<file path="src/rtl/limit_order_matcher_macros.svh">
// Assertion macros shared by the limit order matcher RTL.
// Depends on nothing; included by the modules that carry assertions.
`ifndef LIMIT_ORDER_MATCHER_MACROS_SVH
`define LIMIT_ORDER_MATCHER_MACROS_SVH

// Same-cycle implication, disabled during reset.
`define LOM_ASSERT_IMP(lbl, clk, rst, a, b) \
   lbl: assert property (@(posedge clk) disable iff (rst) (a) |-> (b)) \
      else $error("assertion failed");

// Next-cycle implication, disabled during reset.
`define LOM_ASSERT_NXT(lbl, clk, rst, a, b) \
   lbl: assert property (@(posedge clk) disable iff (rst) (a) |=> (b)) \
      else $error("assertion failed");

`endif

</file>
<file path="src/rtl/lom_pkg.sv">
// Types and codes of the limit order matcher.
// No dependencies; imported by every module of the block.
package lom_pkg;

   localparam logic [1:0] OP_BUY    = 2'd0;
   localparam logic [1:0] OP_SELL   = 2'd1;
   localparam logic [1:0] OP_CANCEL = 2'd2;
   localparam logic [1:0] OP_STATUS = 2'd3;

   localparam logic [2:0] KIND_POSTED      = 3'd0;
   localparam logic [2:0] KIND_REJECTED    = 3'd1;
   localparam logic [2:0] KIND_TRADE       = 3'd2;
   localparam logic [2:0] KIND_CANCELED    = 3'd3;
   localparam logic [2:0] KIND_CANCEL_FAIL = 3'd4;
   localparam logic [2:0] KIND_STATUS      = 3'd5;

   typedef struct packed {
      logic        is_sell;
      logic [31:0] id;
      logic [31:0] qty;
      logic [31:0] price;
   } entry_type;

   typedef struct packed {
      logic [2:0]  kind;
      logic [31:0] new_id;
      logic [31:0] buyer_id;
      logic [31:0] seller_id;
      logic [31:0] amount;
      logic [31:0] deal_price;
      logic [31:0] best_bid;
      logic [31:0] best_ask;
      logic [31:0] last_price;
      logic        last_of_run;
   } res_type;

   typedef struct packed {
      logic        is_sell;
      logic [31:0] px;
      logic [31:0] rem;
   } alu_req_type;

   typedef struct packed {
      logic        match;
      logic [31:0] fill;
      logic [31:0] ent_left;
      logic [31:0] rem_left;
      logic [31:0] deal;
   } alu_rsp_type;

endpackage

</file>
<file path="src/rtl/lom_alu.sv">
// Shared match unit: price cross test, fill size and remainders for one entry.
// Depends on lom_pkg for the entry and request types.
module lom_alu
   import lom_pkg::*;
(
   input  entry_type   entry,
   input  alu_req_type req,
   output alu_rsp_type rsp
);

   logic px_cross;
   logic [31:0] fill;

   always_comb begin
      px_cross = req.is_sell ? (entry.price >= req.px) : (entry.price <= req.px);
      fill  = (entry.qty < req.rem) ? entry.qty : req.rem;
      rsp.match    = (entry.is_sell != req.is_sell) && px_cross && (req.rem != 32'd0);
      rsp.fill     = fill;
      rsp.ent_left = entry.qty - fill;
      rsp.rem_left = req.rem - fill;
      rsp.deal     = req.is_sell ? req.px : entry.price;
   end

endmodule

</file>
<file path="config.mk">
export PLATFORM = sky130hd
export DESIGN_NAME = lom_alu
export DESIGN_NICKNAME = d
export VERILOG_FILES = /design/src/rtl/limit_order_matcher_macros.svh /design/src/rtl/lom_pkg.sv /design/src/rtl/lom_alu.sv
export SDC_FILE = /design/constraint.sdc
export NUM_CORES = 1
export LEC_CHECK = 0
export BUFFER_PORTS_ARGS = -buffer_cell sky130_fd_sc_hd__buf_2
export CORE_UTILIZATION = 49
export DETAILED_ROUTE_END_ITERATION = 7
export GPL_TIMING_DRIVEN = 0
export PLACE_DENSITY_LB_ADDON = 0.2
export SLEW_MARGIN = 20
export SYNTH_ARGS = -nofsm -noshare
export SYNTH_HDL_FRONTEND = slang
export SYNTH_SLANG_ARGS = --single-unit
export TNS_END_PERCENT = 50
</file>
<file path="constraint.sdc">
create_clock -name vclk -period 6.6
set_input_delay 0.66 -clock vclk [all_inputs]
set_output_delay 0.66 -clock vclk [all_outputs]
set_load 0.01 [all_outputs]
</file>
* Word level (Yosys, flattened, before mapping)
Index checks and enable logic that the tools add are counted.
** Operators by class
- Order comparisons :: 3
- Reduce and logical (&&, ||, !) cells :: 3
- Add/sub/neg operators :: 2
- Eq/ne operators :: 1
- Muxes and demuxes :: 3
** Operators with widths (count)
- $mux W32 :: 2
- $sub A32 B32 Y32 :: 2
- $ge A32 B32 Y1 :: 1
- $le A32 B32 Y1 :: 1
- $lt A32 B32 Y1 :: 1
- $reduce_bool A32 Y1 :: 1
- $logic_and A1 B1 Y1 :: 2
- $mux W1 :: 1
- $ne A1 B1 Y1 :: 1
** Word-level totals
- Word-level logic and storage cells :: 12
- Output and inout port bits :: 129
- Register bits after elaboration :: 0
- Input bits :: 162

* Longest topological paths before layout
- Depth after elaboration :: 4
- Gate-level depth with buffers :: 26
- Depth with buffers taken out :: 21

* Least setup slack after synthesis
No wires, ideal clock.
- Kind :: input -> output
- Start point :: in req[23] (netlist bit)
- End point :: out rsp[86] (netlist bit)
- Arrival :: 5.349 ns
- Required time :: 5.940 ns
- Stages on the path :: 25
- Path slack :: 0.591 ns
- Path buffers :: 4
- Cells stage by stage :: inv_1 > ha_1 > a21oi_1 > o21ai_0 > a221oi_1 > nand2_1 > nor2_1 > buf_2 > buf_2 > buf_2 > buf_1 > nand2_1 > o21ai_0 > ha_1 > fa_1 > inv_1 > a21o_1 > a21oi_1 > o21bai_1 > a31o_2 > a32o_1 > or3_1 > a21oi_1 > xnor2_1 > a21oi_1
** RTL lines
- start: declaration :: RTL line lom_alu.sv:7 : input alu_req_type req,
- end: declaration :: RTL line lom_alu.sv:8 : output alu_rsp_type rsp

==> impl_metrics.yaml <==
layout:
  area_growth_pct: 29.7
  drive_above_1_share_pct: 29.8
  flops_and_latches: 0
  num-fill-cells: 1250
  antenna_cells: 0
  layout_common_cells: "buf_2 (263), inv_1 (104), nor2_1 (100)"
  layout_commonest_cell: "buf_2"
  n_clock_buffer: 0
  regArea_um2: 0
  nNetsFinal: 1529
job:
  cap_violations: 0
power_and_ir_drop:
  p_per_area_nw_per_um2: 145
  swShare_pct: 59.5
  p_int_mw: 0.493
  pwr-share-comb_pct: 100.0
  pwr-share-seq_pct: 0
  p_switching_mw: 0.722
  leakage_nw: 4.16
  p_clk_share_pct: 0
  irDropWorstVdd_uv: 75.2
yosys:
  ys_seq_area_share_pct: 0
  synth.area.mux_share_pct: 5.89
  synth_warnings: 0
  syn_nets: 1249
  ys_types: 78
  syn_area_um2: 6460
  syn_inst: 992
  synth_adder_area_share_pct: 21.1
  synth-compound-area-share_pct: 32.6
  synth_top_family_by_area: "compound AO/OA/AOI/OAI gates"
  synth-simple-area-share_pct: 25.4
  synth_xor_area_share_pct: 7.05
  synth_area_per_cell_um2: 6.51
routing:
  first_pass_iters: 5
  met1_length_mm: 10.8
  met2_length_mm: 11.2
  first_iter_violations: 801
  drt-total-wl_mm: 25.4
  dr_total_vias: 8565
  wl_per_cell_um: 17.6
  final_antenna_net_count: 0
  routed.top_layer: "met4"
  via_per_inst: 5.94
  met3_length_mm: 2.63
  route.detailed.drc: 0
die:
  die-area_um2: 13600
  core-area_um2: 12700
  die_width_um: 117
  start_util_pct: 50.8
  boundaryPins: 291
  die_y_um: 117
  row_count: 41
global_route:
  grt_pass1_wl_mm: 37.9
  antenna_found_initial: 0
  grt_max_degree: 11
  grt.overflow.total: 0
  grt_pass1_vias: 7625
  track_usage_pct: 35.2
critical_path:
  worst_ep_arrival_time_ps: 5850
  cp_top_family: "compound AO/OA/AOI/OAI gates"
  crit_top_cell: "nor2_1"
  end_kind: "primary output"
  startpoint: "req[8]"
  critPathLaunchType: "input port"
  max_stage_delay_ps: 460
  cp_max_fo: 10
  crit_type: "input port to primary output"
  cp_data_required_time_ps: 5940
  cp_slowest_cell: "fa_1"
  path_buf_inv: 7
timing:
  max_slew_margin_pct: 47.1
  period_share_pct: 98.7
  worstMarginPinSlew_ps: 790
  max_freq_mhz: 154
  period_needed_ps: 6510
  setup_viol: 0
  hold_viol: 0
  timing.hold.ws_ps: 1650
  timing.final.max_slew_violations: 0
  tns_ps: 0
worst_hold_path:
  hold_end: "rsp[20]"
  hp-start: "req[52]"
  hold_depth: 3
  hold_class: "input port to primary output"
place:
  place.gp.congestion: 0.978
  dp_hpwl_mm: 20.7
  portBuffers: 258
run_status:
  outcome: "complete, no violations"
cts:
  hold_buffers: 0
==> what timing repair did <==
action / CTS / global route
buffers inserted: 11 / 10
setup endpoints to repair: 48 / 29
endpoints found under the hold margin: 0 / 0
pin swaps: 12 / 16
resized for setup: 41 / 30
==> synth_stat cells (all sizes together), types with 19 or more instances <==
| cell type | n | area share [%] |
|---|---|---|
| nor2 | 101 | 5.9 |
| nand2 | 77 | 4.5 |
| mux2 | 32 | 5.6 |
| nand4 | 22 | 2.2 |
| inv | 104 | 6.0 |
| ha | 93 | 18 |
| xnor2 | 34 | 4.6 |
| o21ai | 98 | 7.6 |
| a21oi | 85 | 6.6 |
| nor2b | 22 | 2.1 |
| nand2b | 28 | 2.7 |
| nand3 | 20 | 1.5 |
| o21a | 19 | 2.2 |
| a21o | 21 | 2.4 |
==> through the flow <==
step                utilization (%)  cells  setup slack (ps)  instance area, um2  power [mW]
floorplan                         -    992               591                6460       0.706
global placement               62.6   1422             -1240                7970        1.10
detailed placement             62.6   1422             -1260                7970        1.11
CTS                            64.4   1433              45.0                8200        1.15
global route                   65.8   1442             -69.7                8380        1.32
finish                         65.8   1442              86.7                8380        1.21
==> worst max path at each step <==
stage               cells after the start      end
global route                           26  rsp[93]
CTS                                    28  rsp[90]
global placement                       25  rsp[79]
floorplan                              25  rsp[86]
detailed placement                     25  rsp[79]
finish                                 26  rsp[56]
==> layout make-up <==
cell class                      count  area (um2)  share of cell area [%]
Buffer                             28         173                    2.06
Inverter                          104         390                    4.66
Multi-Input combinational cell    859        6150                    73.4
Tap cell                          172         215                    2.57
Timing Repair Buffer              279        1450                    17.3
==> routing by layer <==
layer	global-route usage [%]	vias up
li1	-	4172
met2	57.3	469
met5	0	-
met3	4.94	61
met1	47.9	3863
met4	10.6	0
==> cell families (layout without fill, tap and decap cells) <==
kind of cell             after synthesis  in the layout
AND/OR/NAND/NOR                      334            334
AO/OA/AOI/OAI                        328            328
buffers and inverters                133            411
XOR/XNOR                              52             52
adder cells (fa/ha/maj)              111            111
multiplexers                          34             34
==> power by group through the flow <==
stage          Clock [mW]  Sequential [mW]  Combinational (mW)
2_1_floorplan           0                0               0.706
3_3_place_gp            0                0                1.10
3_5_place_dp            0                0                1.11
4_1_cts                 0                0                1.15
5_1_grt                 0                0                1.32
6_report                0                0                1.21
(Power assumes the default switching activity.)
