==> config.mk <==
export PLATFORM = sky130hd
export DESIGN_NAME = lom_book
export DESIGN_NICKNAME = d
export VERILOG_FILES = /design/src/rtl/limit_order_matcher_macros.svh /design/src/rtl/lom_pkg.sv /design/src/rtl/lom_book.sv
export SDC_FILE = /design/constraint.sdc
export NUM_CORES = 2
export LEC_CHECK = 0
export BUFFER_PORTS_ARGS = -buffer_cell sky130_fd_sc_hd__clkbuf_2
export CAP_MARGIN = 20
export CORE_MARGIN = 4
export CORE_UTILIZATION = 55
export CTS_CLUSTER_DIAMETER = 200
export DETAILED_ROUTE_END_ITERATION = 10
export PLACE_DENSITY = 0.72
export SKIP_CTS_REPAIR_TIMING = 1
export SLEW_MARGIN = 10
export SYNTH_ARGS = -nofsm -noshare
export SYNTH_HDL_FRONTEND = slang
export SYNTH_SLANG_ARGS = --single-unit
==> constraint.sdc <==
create_clock -name clock -period 16.4 [get_ports clock]
set_clock_uncertainty 0.1 [all_clocks]
set_input_delay 3.28 -clock clock [delete_from_list [all_inputs] [get_ports clock]]
set_output_delay 3.28 -clock clock [all_outputs]
set_load 0.05 [all_outputs]
==> src/rtl/limit_order_matcher_macros.svh <==
// Assertion macros shared by the limit order matcher RTL.
// Depends on nothing; included by the modules that carry assertions.
`ifndef LIMIT_ORDER_MATCHER_MACROS_SVH
`define LIMIT_ORDER_MATCHER_MACROS_SVH

// Same-cycle implication, disabled during reset.
`define LOM_ASSERT_IMP(lbl, clk, rst, a, b) \
   lbl: assert property (@(posedge clk) disable iff (rst) (a) |-> (b)) \
      else $error("assertion failed");

// Next-cycle implication, disabled during reset.
`define LOM_ASSERT_NXT(lbl, clk, rst, a, b) \
   lbl: assert property (@(posedge clk) disable iff (rst) (a) |=> (b)) \
      else $error("assertion failed");

`endif

==> src/rtl/lom_pkg.sv <==
// Types and codes of the limit order matcher.
// No dependencies; imported by every module of the block.
package lom_pkg;

   localparam logic [1:0] OP_BUY    = 2'd0;
   localparam logic [1:0] OP_SELL   = 2'd1;
   localparam logic [1:0] OP_CANCEL = 2'd2;
   localparam logic [1:0] OP_STATUS = 2'd3;

   localparam logic [2:0] KIND_POSTED      = 3'd0;
   localparam logic [2:0] KIND_REJECTED    = 3'd1;
   localparam logic [2:0] KIND_TRADE       = 3'd2;
   localparam logic [2:0] KIND_CANCELED    = 3'd3;
   localparam logic [2:0] KIND_CANCEL_FAIL = 3'd4;
   localparam logic [2:0] KIND_STATUS      = 3'd5;

   typedef struct packed {
      logic        is_sell;
      logic [31:0] id;
      logic [31:0] qty;
      logic [31:0] price;
   } entry_type;

   typedef struct packed {
      logic [2:0]  kind;
      logic [31:0] new_id;
      logic [31:0] buyer_id;
      logic [31:0] seller_id;
      logic [31:0] amount;
      logic [31:0] deal_price;
      logic [31:0] best_bid;
      logic [31:0] best_ask;
      logic [31:0] last_price;
      logic        last_of_run;
   } res_type;

   typedef struct packed {
      logic        is_sell;
      logic [31:0] px;
      logic [31:0] rem;
   } alu_req_type;

   typedef struct packed {
      logic        match;
      logic [31:0] fill;
      logic [31:0] ent_left;
      logic [31:0] rem_left;
      logic [31:0] deal;
   } alu_rsp_type;

endpackage

==> src/rtl/lom_book.sv <==
// Order book storage: one write port and one registered read port.
// Depends on lom_pkg for the entry type.
module lom_book
   import lom_pkg::*;
#(
   parameter int BOOK_DEPTH = 32,
   localparam int IW = $clog2(BOOK_DEPTH)
) (
   input  logic            clock,
   input  logic            wr_en,
   input  logic [IW-1:0]   wr_addr,
   input  entry_type       wr_data,
   input  logic [IW-1:0]   rd_addr,
   output entry_type       rd_data
);

   entry_type mem [BOOK_DEPTH];
   entry_type rd_data_ff;

   always_ff @(posedge clock) begin
      if (wr_en) begin
         mem[wr_addr] <= wr_data;
      end
      if (32'(rd_addr) < BOOK_DEPTH) begin
         rd_data_ff <= mem[rd_addr];
      end
   end

   assign rd_data = rd_data_ff;

endmodule

# --- After elaboration in Yosys (flattened, before gate mapping) ---
# Memory sizes are Yosys's and may differ from the RTL's. A register that Yosys moved wholly into a read port is not among the register bits.
# Index checks and enable logic that the tools add are counted.
# W data, S select, Z words.
op_classes:
  n_mux: 2
ops:
  columns: ["operator", "n"]
  rows:
  - ["$mux W1", 2]
totals:
  mem_count: 1
  wordCells: 3
  output_inout_bits: 97
  in_bits: 109
  ram_bits: 3104
  reg_bits: 0
mem_list:
  columns: ["name", "words", "word_bits", "rd", "rd_clocked_by_memory_dff", "wr", "line_no", "rtl"]
  rows:
  - ["mem", 32, 97, 1, 1, 1, "lom_book.sv:17", "entry_type mem [BOOK_DEPTH];"]

# --- Longest topological paths before layout ---
depth:
  depth_word: 2
  ltp_mapped: 9
  depth_no_buf: 4

# --- Worst setup path before layout ---
# No wires, ideal clock.
synth_path:
  path_kind: "input to register"
  start: "input port wr_addr[1]"
  end: "memory mem[12][0] (netlist bit) (enable)"
  arrival_ps: 7980
  setup_slack_ps: 7766
  setup_time_ps: 554
  cell_stages: 3
  t_required_ps: 15746
  path_buffers: 1
  path_cell_list: "or3b_2 clkbuf_1 nor2_1"
synth_rtl:
  columns: ["item", "line_no", "rtl"]
  rows:
  - ["start: declaration", "lom_book.sv:11", "input logic [IW-1:0] wr_addr,"]
  - ["end: declaration", "lom_book.sv:17", null]
# Straight into the memory's write port.

==> run summary <==
Metal3 WL: 31600 µm
Max layer used: met5
Share of the synthesized area in the top cell type: 77.8%
Wl on met1: 115000 µm
Clock Path Buffers: 4
Die area: 0.225 mm²
Status: finished, final reports clean
Count of different cell masters after synthesis: 38
Post-Syn Instances: 5666
F_max: 144 MHz
Final Critical Period: 6.97 ns
Hold path depth: 4
Min-Delay Endpoint: rd_data[37]
Chip width: 475 µm
Slew margin rel.: 19.5%
Met2 wire length: 145000 µm
Drt pass-1 iters: 6
Worst Path Arrival: 7.69 ns
Seq/Total Area, Yosys: 79.4%
Unrepaired setup endpoints after global routing: false
DR vias: 60194
Reg2reg end: rd_data[41]
Core ar.: 0.217 mm²
Synth area leader: edfxtp_1
Critical path startpoint category: input pin
Cts bufs inserted: 325
I/O Buffers: 205
YS warnings: 0
Initial Utilization: 55.3%
Max-Cap Viols: 0
Cell count of the worst reg-to-reg path: 4
Syn Nets: 5775
R2R Setup Slk: 14.52 ns
Endpoint class of the critical path: flip-flop
Worst vdd ir: 97.9 µV
GRT Overall Usage: 26.6%
Critical path class: input pin to flip-flop
Vias per cell: 6.61
GPL Wtd Cong: 0.752
Final setup viols: 0
First-pass GRT wire length: 430000 µm
Largest net degree at the start of global routing: 147
Final design utilization: 62.0%
Antenna Nets Post-Route: 0
Clk sink count: 3201
Hold Crit Class: flip-flop to flip-flop
DP Wirelength: 141000 µm
Post-synthesis area per instance: 21.2 µm²
Required time worst endpoint: 17.12 ns
Hold path start: mem[20][37]
Root Driver: clkbuf_16
Synth Cell Area: 0.120 mm²
Layout cell share with drive strength beyond 1: 19.3%
Initial antenna violation count: 26
Clk_lat worst skew: 0.95 ns
Top cells by area, synth: edfxtp_1 (78%), mux4_2 (7.3%), mux2i_1 (6.5%), a22oi_1 (3.2%), dfxtp_1 (1.6%)
Critical path fanouts, max: 87
Worst slew pin tran: 1.21 ns
CTS H-Tree Depth: 5
Reg clk slew, reported paths: 0.06 ns
Die Ht: 475 µm
Reg2reg start: mem[15][41]
Tcrit/Tclk final: 42.5%
Max Slew Vio Count: 0
EDFF count, synth: 3104
Iteration-0 DRC Markers: 8206
Endpoints failing hold: 0
CTS tree: done
Setup TNS: 0 ns
WL final: 300000 µm
GRT overflow: 0
Synth Register Bits: 3201
DRC viols: 0
Number of global-route vias before repair: 60583
Leakage: 44.1 nW
Fillers: 14571
Async SR Flop Fraction: 0%
Io pins: 206
Detailed-route wire length per cell: 32.9 µm
Power, Total: 17.0 mW
Cell with the most instances after synthesis: edfxtp_1
# rows: 171
Area Overhead vs Synth: 12.2%
Layout net count: 6111
Synth Flop Type: edfxtp_1
Synth top cells by count: edfxtp_1 (3104), mux2i_1 (774), a22oi_1 (511)
PwrDens: 127 mW/mm²
## sequential cells by signal, summed over array words and instances, names as in the netlist
name,cells
mem,3104
rd_data,97
## worst max-delay path, cell delays in order
cell     delay (ns)
buf_8          0.59
buf_4          0.84
buf_4          0.87
buf_4          0.95
mux4_2         0.42
a22o_1         0.24
a31oi_1        0.16
nand3_1        0.09
## cells in the final DEF, fill, tap and decap left out, drive strengths merged, types with 2 or more instances in the layout
cell / n
edfxtp: 3104
mux2i: 774
clkbuf: 653
a22oi: 511
mux4: 389
nand3: 194
buf: 128
dfxtp: 97
clkinv: 85
a22o: 53
a31oi: 53
nor2: 47
nand4: 44
nand2: 17
bufinv: 16
nor2b: 15
diode: 14
a21oi: 10
and2: 10
inv: 9
clkinvlp: 8
nand3b: 5
a32oi: 4
nor3: 4
nand2b: 2
or3: 2
or3b: 2
## routing by layer
metal	vias up	GRT usage, %
li1	24436	-
met1	31687	38.1
met2	3485	42.4
met3	570	5.12
met4	16	7.33
met5	-	0
## cells by family after synthesis
kind of cell    share of synthesized area [%]
flops                                    79.4
mux                                      13.8
compound gates                           3.96
simple gates                             1.49
buf+inv                                  1.39
## worst max-delay path by stage
stage                    start          end  slack, ns  depth (start not counted)
floorplan           wr_addr[1]   mem[12][0]       7.77                          3
global placement    rd_addr[0]  rd_data[92]       8.48                          7
detailed placement  rd_addr[0]  rd_data[77]       8.41                          7
CTS                 rd_addr[0]  rd_data[85]       9.36                          8
global route        rd_addr[0]  rd_data[85]       9.07                          8
finish              rd_addr[2]  rd_data[89]       9.43                          8
## per-stage QoR
stage / area [µm²] / hold slack [ns] / cells / worst slack [ns]
floorplan: 120000 / 0.449 / 5666 / 7.77
CTS: 134000 / 0.537 / 9097 / 9.36
global placement: 124000 / 0.520 / 8524 / 8.48
detailed placement: 124000 / 0.522 / 8528 / 8.41
global route: 134000 / 0.583 / 9107 / 9.07
finish: 134000 / 0.540 / 9112 / 9.43
## power by group
| group | total [mW] | internal [mW] | switching (mW) |
|---|---|---|---|
| clock network | 7.00 | 4.07 | 2.93 |
| registers | 9.15 | 9.10 | 0.0516 |
| logic | 0.868 | 0.265 | 0.603 |
| total | 17.0 | 13.4 | 3.58 |
## area by class of cell
type | count | area [µm²] | share of cell area (%)
clock inverters | 117 | 1010 | 0.752
inverters | 1 | 3.75 | 0.00279
multi-input cells | 2144 | 23400 | 17.4
diodes | 14 | 35.0 | 0.0261
clock buffers | 452 | 8990 | 6.69
flip-flops and latches | 3201 | 95200 | 70.8
well taps | 2854 | 3570 | 2.66
repair buffers | 329 | 2260 | 1.68
(Power assumes the default switching activity.)
